[config.mk]
export PLATFORM = sky130hd
export DESIGN_NAME = dmst_cell
export DESIGN_NICKNAME = d
export VERILOG_FILES = /design/src/rtl/dmst_pkg.sv /design/src/rtl/dmst_cell.sv
export SDC_FILE = /design/constraint.sdc
export NUM_CORES = 1
export LEC_CHECK = 0
export BUFFER_PORTS_ARGS = -buffer_cell sky130_fd_sc_hd__buf_2
export CORE_ASPECT_RATIO = 1.75
export CORE_MARGIN = 2
export CORE_UTILIZATION = 59
export DETAILED_ROUTE_END_ITERATION = 8
export GPL_TIMING_DRIVEN = 0
export PLACE_DENSITY = 0.87
export SLEW_MARGIN = 20
export SYNTH_ARGS = -nofsm -noshare
export SYNTH_HDL_FRONTEND = slang
export SYNTH_SLANG_ARGS = --single-unit
export TNS_END_PERCENT = 100
[constraint.sdc]
create_clock -name clk -period 5.95 [get_ports clk]
set_input_delay 0.595 -clock clk [delete_from_list [all_inputs] [get_ports clk]]
set_output_delay 0.595 -clock clk [all_outputs]
set_load 0.01 [all_outputs]
[src/rtl/dmst_pkg.sv]
// Shared types and constants for the destination MAC statistics table.
`default_nettype none
package dmst_pkg;

  localparam int TABLE_ENTRIES = 64;
  localparam int MAC_W         = 48;
  localparam int LEN_W         = 16;
  localparam int INDEX_W       = 6;
  localparam int PKT_W         = 32;
  localparam int BYTES_W       = 48;
  localparam int FOLD_W        = 8;
  localparam int FOLD_GROUPS   = (TABLE_ENTRIES + FOLD_W - 1) / FOLD_W;

  typedef enum logic {
    KIND_UPDATE = 1'b0,
    KIND_READ   = 1'b1
  } kind_t;

  typedef enum logic [1:0] {
    ST_HIT  = 2'd0,
    ST_NEW  = 2'd1,
    ST_FULL = 2'd2,
    ST_READ = 2'd3
  } status_t;

  typedef enum logic [1:0] {
    S_IDLE   = 2'd0,
    S_UPDATE = 2'd1,
    S_FOLD   = 2'd2,
    S_OUT    = 2'd3
  } state_t;

  typedef struct packed {
    kind_t              kind;
    logic [MAC_W-1:0]   dest_mac;
    logic [LEN_W-1:0]   frame_length;
    logic [INDEX_W-1:0] entry_index;
  } in_beat_t;

  typedef struct packed {
    status_t            status;
    logic               entry_valid;
    logic [MAC_W-1:0]   entry_mac;
    logic [PKT_W-1:0]   packet_total;
    logic [BYTES_W-1:0] byte_total;
  } out_beat_t;

  // Contents of one table entry as a cell presents it for the result fold.
  typedef struct packed {
    logic               valid;
    logic [MAC_W-1:0]   mac;
    logic [PKT_W-1:0]   pkts;
    logic [BYTES_W-1:0] bytes;
  } entry_t;

  // Command broadcast from the control to every cell.
  typedef struct packed {
    logic             look;
    logic             upd;
    logic             miss;
    kind_t            kind;
    logic [MAC_W-1:0] mac;
    logic [LEN_W-1:0] len;
  } cell_cmd_t;

endpackage
`default_nettype wire

[src/rtl/dmst_cell.sv]
// One table entry: stores a MAC with its counters, matches and updates locally.
`default_nettype none
module dmst_cell (
  input  wire logic              clk,
  input  wire logic              rst_n,
  input  wire dmst_pkg::cell_cmd_t cmd,
  input  wire logic              rd_sel,
  input  wire logic              prev_used,
  output logic                   used_o,
  output logic                   hit_o,
  output dmst_pkg::entry_t       val_o
);

  logic                          used_r, used_nxt;
  logic                          hit_r, hit_nxt;
  logic                          rd_r, rd_nxt;
  logic                          sel_r, sel_nxt;
  logic [dmst_pkg::MAC_W-1:0]    mac_r, mac_nxt;
  logic [dmst_pkg::PKT_W-1:0]    pkt_r, pkt_nxt;
  logic [dmst_pkg::BYTES_W-1:0]  bytes_r, bytes_nxt;
  logic [dmst_pkg::BYTES_W:0]    bytes_sum;
  logic                          claim;

  assign bytes_sum = {1'b0, bytes_r} + (dmst_pkg::BYTES_W + 1)'(cmd.len);

  // The free entry right after the last used one takes a missed MAC.
  assign claim = cmd.upd && (cmd.kind == dmst_pkg::KIND_UPDATE) && cmd.miss &&
                 !used_r && prev_used;

  always_comb begin
    used_nxt  = used_r;
    hit_nxt   = hit_r;
    rd_nxt    = rd_r;
    sel_nxt   = sel_r;
    mac_nxt   = mac_r;
    pkt_nxt   = pkt_r;
    bytes_nxt = bytes_r;
    if (cmd.look) begin
      hit_nxt = used_r && (mac_r == cmd.mac) && (cmd.kind == dmst_pkg::KIND_UPDATE);
      rd_nxt  = used_r && rd_sel && (cmd.kind == dmst_pkg::KIND_READ);
    end
    if (cmd.upd) begin
      sel_nxt = hit_r || rd_r || claim;
      if (hit_r) begin
        pkt_nxt   = (pkt_r == '1) ? pkt_r : pkt_r + 1'b1;
        bytes_nxt = bytes_sum[dmst_pkg::BYTES_W] ? '1 : bytes_sum[dmst_pkg::BYTES_W-1:0];
      end else if (claim) begin
        used_nxt  = 1'b1;
        mac_nxt   = cmd.mac;
        pkt_nxt   = dmst_pkg::PKT_W'(1);
        bytes_nxt = dmst_pkg::BYTES_W'(cmd.len);
      end
    end
  end

  always_ff @(posedge clk) begin
    if (!rst_n) begin
      used_r <= 1'b0;
      hit_r  <= 1'b0;
      rd_r   <= 1'b0;
      sel_r  <= 1'b0;
    end else begin
      used_r <= used_nxt;
      hit_r  <= hit_nxt;
      rd_r   <= rd_nxt;
      sel_r  <= sel_nxt;
    end
  end

  always_ff @(posedge clk) begin
    mac_r   <= mac_nxt;
    pkt_r   <= pkt_nxt;
    bytes_r <= bytes_nxt;
  end

  assign used_o      = used_r;
  assign hit_o       = hit_r;
  assign val_o.valid = sel_r;
  assign val_o.mac   = sel_r ? mac_r : '0;
  assign val_o.pkts  = sel_r ? pkt_r : '0;
  assign val_o.bytes = sel_r ? bytes_r : '0;

endmodule
`default_nettype wire

==> flow_summary.ini, run 1 <==
[sta]
slew_headroom = 0.366
finClkSkew_ns = 0.0119
setup_tns_ns = 0
finalCritPeriodShare = 0.505
hold_violations = 0
hold_slack_ns = 0.375
grt_setup_unrepaired = no
fin_ws_ns = 2.95
setup_viol = 0
min_period_ns = 3.00
worst_pin_slew_ns = 0.942
fmax_ghz = 0.333
drv_slew = 0

[cells_and_area]
finalInstanceArea_mm2 = 0.0103
ff_latch_area_mm2 = 0.00392
final_nets = 1115
final_common_cell = buf_2
syn_to_final_growth_pct = 22.8
nFillCells = 1046
layout_common_cells = buf_2, and2_1, edfxtp_1, nor2_1, xnor2_1
n_antenna_cell = 0
multi_input_area_mm2 = 0.00423
post-route-util = 0.738
fin_cells = 1215
drive_gt1_frac = 0.278

[logic_synthesis]
netlist_area_mm2 = 0.00836
synthAdderAreaFrac = 0.0278
yosysTopAreaCell = edfxtp_1
synth_xor_area_frac = 0.0995
ys_top_cells_by_area = edfxtp_1, and2_1, xnor2_1, xor2_1, nor2_1
synth-seq-cells = 132
synthArstFlopShare = 0
synth_top_family_by_area = simple AND/OR/NAND/NOR gates
avgSynthCellArea_um2 = 10.4
synth_compound_area_frac = 0.135
synthMuxAreaShare = 0.00239
synth_simple_gate_area_frac = 0.239
synth-edff-count = 128
synth_nets = 891
syn_inst = 801
ys_warn_count = 0
ys_seq_area_frac = 0.469
synth_top_area_frac = 0.460
synthFlopType = edfxtp_1
synth_cell_types = 71

[floorplanning]
die_h_um = 162
start_util = 0.601
rows = 57
io_pins = 203
core_mm2 = 0.0139
die_x_um = 94.0
die_area_mm2 = 0.0152

[cts]
clk_path_buf_depth = 2
cts_root_buf = clkbuf_16
ctsResizeCount = 0
cts_tree = built
clk_pin_slew_worst_paths_ns = 0.07
h-tree-depth = 4
clkLatencyLatePin_ns = 0.42
post_cts_buffers = 0
cts_hold_buf = 0
cts_sinks = 132
numCtsBuffers = 17

[worst_setup_path]
cp_cell_sequence = ha_1, fa_1, a211oi_2, o21ai_2, a32oi_4, o32ai_4, nand2_2, buf_2, a31oi_1
worst_ep_arrival_time_ns = 3.13
crit_start = bytes_r[0]
reg2reg_from = bytes_r[0]
path_buf_inv = 1
cp_max_fo = 10
cp_top_family = compound AO/OA/AOI/OAI gates
critical_path_class = reg2reg
crit_path_end_kind = flip-flop
worstSetupStartpointType = flip-flop
critPathSlowestCell = fa_1
cp_slowest_stage_delay_ns = 0.45
cp.required_ns = 6.07

[placement]
io_buffers = 202
place_inst = 1183
place_area_mm2 = 0.00967
place_congestion = 0.930
place_ws_ns = 2.67
hpwl_mm = 17.0

[route]
via_per_inst = 6.01
wl_mm = 22.8
antenna_left = 0
drc_errors = 0
drt-pass1-iter-count = 5
post_drt_wl_per_cell_um = 18.8
vias = 7306
drt_iter0_drc = 593

[power_and_ir_drop]
power_mw = 2.33
p_leak_nw = 4.13
peakVddDrop_v = 0.000226
power_density_mw_per_mm2 = 227

[min_path]
hold_class = in2reg
hold_path.startpoint = cmd[21]

[global_route]
overflow = 0
grt_max_degree = 36
grt.total_usage = 0.303
antenna_found_initial = 0
grt_pass1_vias = 7500
grt_pass1_wl_mm = 36.0

[outcome]
status = completed

[run]
cap_violations = 0
## worst paths after layout
kind / to / slack (ns) / cells after the start
max: bytes_r[8] / 2.95 / 9
min: mac_r[5] / 0.37 / 1
max reg2reg: bytes_r[8] / 2.95 / 9
min reg2reg: rd_r / 0.52 / 2
## logic make-up (layout without fill, tap and decap cells)
logic type | Yosys count | count (layout)
simple gates | 349 | 349
compound gates | 155 | 155
flops | 132 | 132
xor+xnor | 95 | 95
buf+inv | 50 | 287
fa+ha+maj | 18 | 18
mux | 2 | 2
## area by class of cell
| class | instances | area share |
|---|---|---|
| multi-input combinational | 619 | 0.411 |
| sequential | 132 | 0.382 |
| timing repair buffer | 205 | 0.104 |
| clock buffer | 18 | 0.0418 |
| tap | 177 | 0.0216 |
| buffer | 40 | 0.0182 |
| clock inverter | 14 | 0.0171 |
| inverter | 10 | 0.00365 |
## layer usage
metal  track usage  up-vias  wire [um]
met4         0.143        0        837
met1         0.332     3453       8200
met2         0.546      385      12100
met3        0.0648       73       1650
li1              -     3395          -
met5             0        -          0
## report_power, final
group          internal, mW  switching, mW
Combinational        0.0852          0.114
Sequential             1.03         0.0130
Clock                 0.664          0.420
## sequential cells by signal, indices dropped and copies added, names as in the netlist
signal,cells
bytes_r,48
hit_o,1
mac_r,48
pkt_r,32
rd_r,1
sel_r,1
used_o,1
## Yosys cell counts, types with 4 or more instances
cell	n
a31oi_1	23
edfxtp_1	128
and2_1	135
nand4_1	30
nand2_1	28
nor4_1	6
ha_1	17
nand3_1	21
nor2_1	63
clkbuf_1	23
inv_1	10
a211oi_1	9
buf_1	4
o221a_2	4
a211oi_2	9
dfxtp_1	4
a21oi_1	45
o31ai_1	4
xor2_1	37
nor2b_1	4
and3_1	16
xnor2_1	58
o21ai_0	16
a21o_1	9
buf_2	8
or3_1	5
nor3_1	16
Power figures use the tool's default switching activity.
==> inputs of run 2 (changes only) <==
- ABC_AREA: not set -> 1
- CORE_UTILIZATION: 59 -> 57
- PLACE_DENSITY: 0.87 -> 0.82
- clock period: 5.95 -> 2.87 ns (I/O delays scaled with it)
==> run 2 against run 1 <==
  * Die area up 23%
  * Critical endpoint is now val_o[90]
  * Clock power grew 100%
  * Sequential power increased by 110%
==> flow_summary.ini, run 2 <==
[logic_synthesis]
yosysTopAreaCell = edfxtp_1
synth_top_family_by_area = simple AND/OR/NAND/NOR gates
synthTopCellsByCount = nand2_1, inv_1, edfxtp_1
synth_cell_types = 51
synthArstFlopShare = 0
synth_top_area_frac = 0.384
synth-edff-count = 128
ys_top_cells_by_area = edfxtp_1, nand2_1, inv_1, nor2_1, nand3_1
ys_seq_area_frac = 0.392
synthFlopType = edfxtp_1
synthAdderAreaFrac = 0.0233
synth_xor_area_frac = 0.0376
synth_compound_area_frac = 0.0523
synth_simple_gate_area_frac = 0.350
syn_inst = 1459
synthMuxAreaShare = 0
ys_warn_count = 0
avgSynthCellArea_um2 = 6.86
synth_nets = 1549
netlist_area_mm2 = 0.0100
yosysMostFrequentCell = nand2_1
synth-seq-cells = 132

[floorplanning]
die_area_mm2 = 0.0187
rows = 64
die_h_um = 179
io_pins = 203
start_util = 0.576
die_x_um = 104
core_mm2 = 0.0174

[power_and_ir_drop]
power_frac_clock = 0.442
peakVddDrop_v = 0.000423
internal_power_mw = 3.66
p_switching_mw = 1.34
power_density_mw_per_mm2 = 415
power_switching_share = 0.268
p_comb_frac = 0.121
pwr-share-seq = 0.437
p_leak_nw = 6.88
power_mw = 5.00

[sta]
hold_slack_ns = 0.0441
worst_pin_slew_ns = 0.931
finalCritPeriodShare = 0.927
fmax_ghz = 0.376
fin_ws_ns = 0.209
hold_violations = 0
setup_tns_ns = 0
grt_setup_unrepaired = no
slew_headroom = 0.379
min_period_ns = 2.66
finClkSkew_ns = 0.00651
drv_slew = 0
setup_viol = 0

[cells_and_area]
layout_common_cells = nand2_1, inv_1, buf_2, edfxtp_1, nor2_1
drive_gt1_frac = 0.182
fin_cells = 1933
reg.largest.list = bytes_r x48, mac_r x48, pkt_r x32
final_nets = 1776
ff_latch_area_mm2 = 0.00392
final_common_cell = nand2_1
syn_to_final_growth_pct = 20.4
nFillCells = 1548
multi_input_area_mm2 = 0.00467
post-route-util = 0.693
finalInstanceArea_mm2 = 0.0120

[global_route]
grt_max_degree = 28
antenna_found_initial = 3
grt_pass1_vias = 9658
grt_pass1_wl_mm = 48.9
grt.total_usage = 0.343
overflow = 0

[route]
vias = 10100
drt-pass1-iter-count = 5
via_per_inst = 5.23
antenna_left = 0
drc_errors = 0
wl_mm = 32.0
post_drt_wl_per_cell_um = 16.6
drt_iter0_drc = 673

[worst_setup_path]
worst_ep_arrival_time_ns = 2.37
crit_path_end_kind = output port
worstSetupStartpointType = flip-flop
r2r-end = bytes_r[27]
reg2reg_depth = 13
critPathSlowestCell = clkbuf_1
crit_start = sel_r
reg2reg_from = bytes_r[0]
cp.required_ns = 2.58
cp_slowest_stage_delay_ns = 0.56
crit_top_cell = clkbuf_1
cp_cell_sequence = clkbuf_1, clkbuf_1, nand2_1, inv_1, buf_2
critical_path_class = reg2out
rrSetupSlack_ns = 0.24
cp_max_fo = 10

[min_path]
holdPathEnd = mac_r[43]
hold_class = in2reg
hold_depth = 1
hold_path.startpoint = cmd[59]

[cts]
numCtsBuffers = 17
cts_sinks = 132
clkLatencyLatePin_ns = 0.43
clk_path_buf_depth = 2
cts_hold_buf = 0
cts_root_buf = clkbuf_16
clk_pin_slew_worst_paths_ns = 0.06
cts_tree = built
h-tree-depth = 4

[placement]
place_inst = 1896
place_area_mm2 = 0.0114
hpwl_mm = 25.4
io_buffers = 202
place_ws_ns = 0.0474
place_congestion = 1.09

[outcome]
status = completed

[run]
cap_violations = 0
==> run 2: cell count changes after synthesis, moves of 22 or more <==
cell,before,now
and2_1,135,1
nor2_1,63,125
nand3_1,21,86
nand2_1,28,491
a31oi_1,23,1
inv_1,10,339
xnor2_1,58,27
==> run 2: routing by layer <==
metal	track usage	share of wire	vias up
met4	0.318	0.10	0
li1	-	-	4951
met5	0	0	-
met3	0.0382	0.046	163
met1	0.343	0.34	4542
met2	0.620	0.51	460
==> run 2: cell type report <==
| cell class | count | share of cell area |
|---|---|---|
| clock inverter | 13 | 0.0125 |
| tap | 231 | 0.0240 |
| timing repair buffer | 208 | 0.0937 |
| buffer | 29 | 0.0122 |
| inverter | 347 | 0.108 |
| multi-input combinational | 951 | 0.387 |
| clock buffer | 19 | 0.0359 |
| sequential | 132 | 0.326 |
| antenna | 3 | 0.000623 |
==> run 2: power groups by stage <==
stage	Sequential, mW	Combinational (mW)	Clock (mW)
3_3_place_gp	2.23	0.572	0
2_1_floorplan	2.21	0.361	0
3_5_place_dp	2.23	0.596	0
5_1_grt	2.19	0.670	2.28
6_report	2.19	0.605	2.21
4_1_cts	2.19	0.600	2.22
==> run 2: worst max path at each step <==
stage | slack (ns) | end | cells past startpoint
after floorplan | 0.41 | pkt_r[0] | 8
after global placement | -0.53 | pkt_r[11] | 8
after detailed placement | 0.05 | pkt_r[11] | 9
after CTS | 0.03 | pkt_r[7] | 9
after global routing | 0.06 | bytes_r[47] | 13
final | 0.21 | val_o[90] | 5
==> run 2: cell families (layout without fill, tap and decap cells) <==
group	Yosys count	in the layout
adder cells (fa/ha/maj)	18	18
other	0	3
buffers and inverters	376	616
XOR/XNOR	43	43
AO/OA/AOI/OAI	83	83
AND/OR/NAND/NOR	807	807
flip-flops	132	132
==> run 2: critical path, delay by kind of cell (launching register included) <==
kind | cells | cell delay, ns
DFF | 1 | 0.39
and+or+nand+nor | 1 | 0.18
buffers and inverters | 4 | 1.37
==> run 2: timing repair <==
item / CTS / global route
gates resized for setup: 0 / 2
setup endpoints to repair: 0 / 28
buffers inserted: 0 / 2
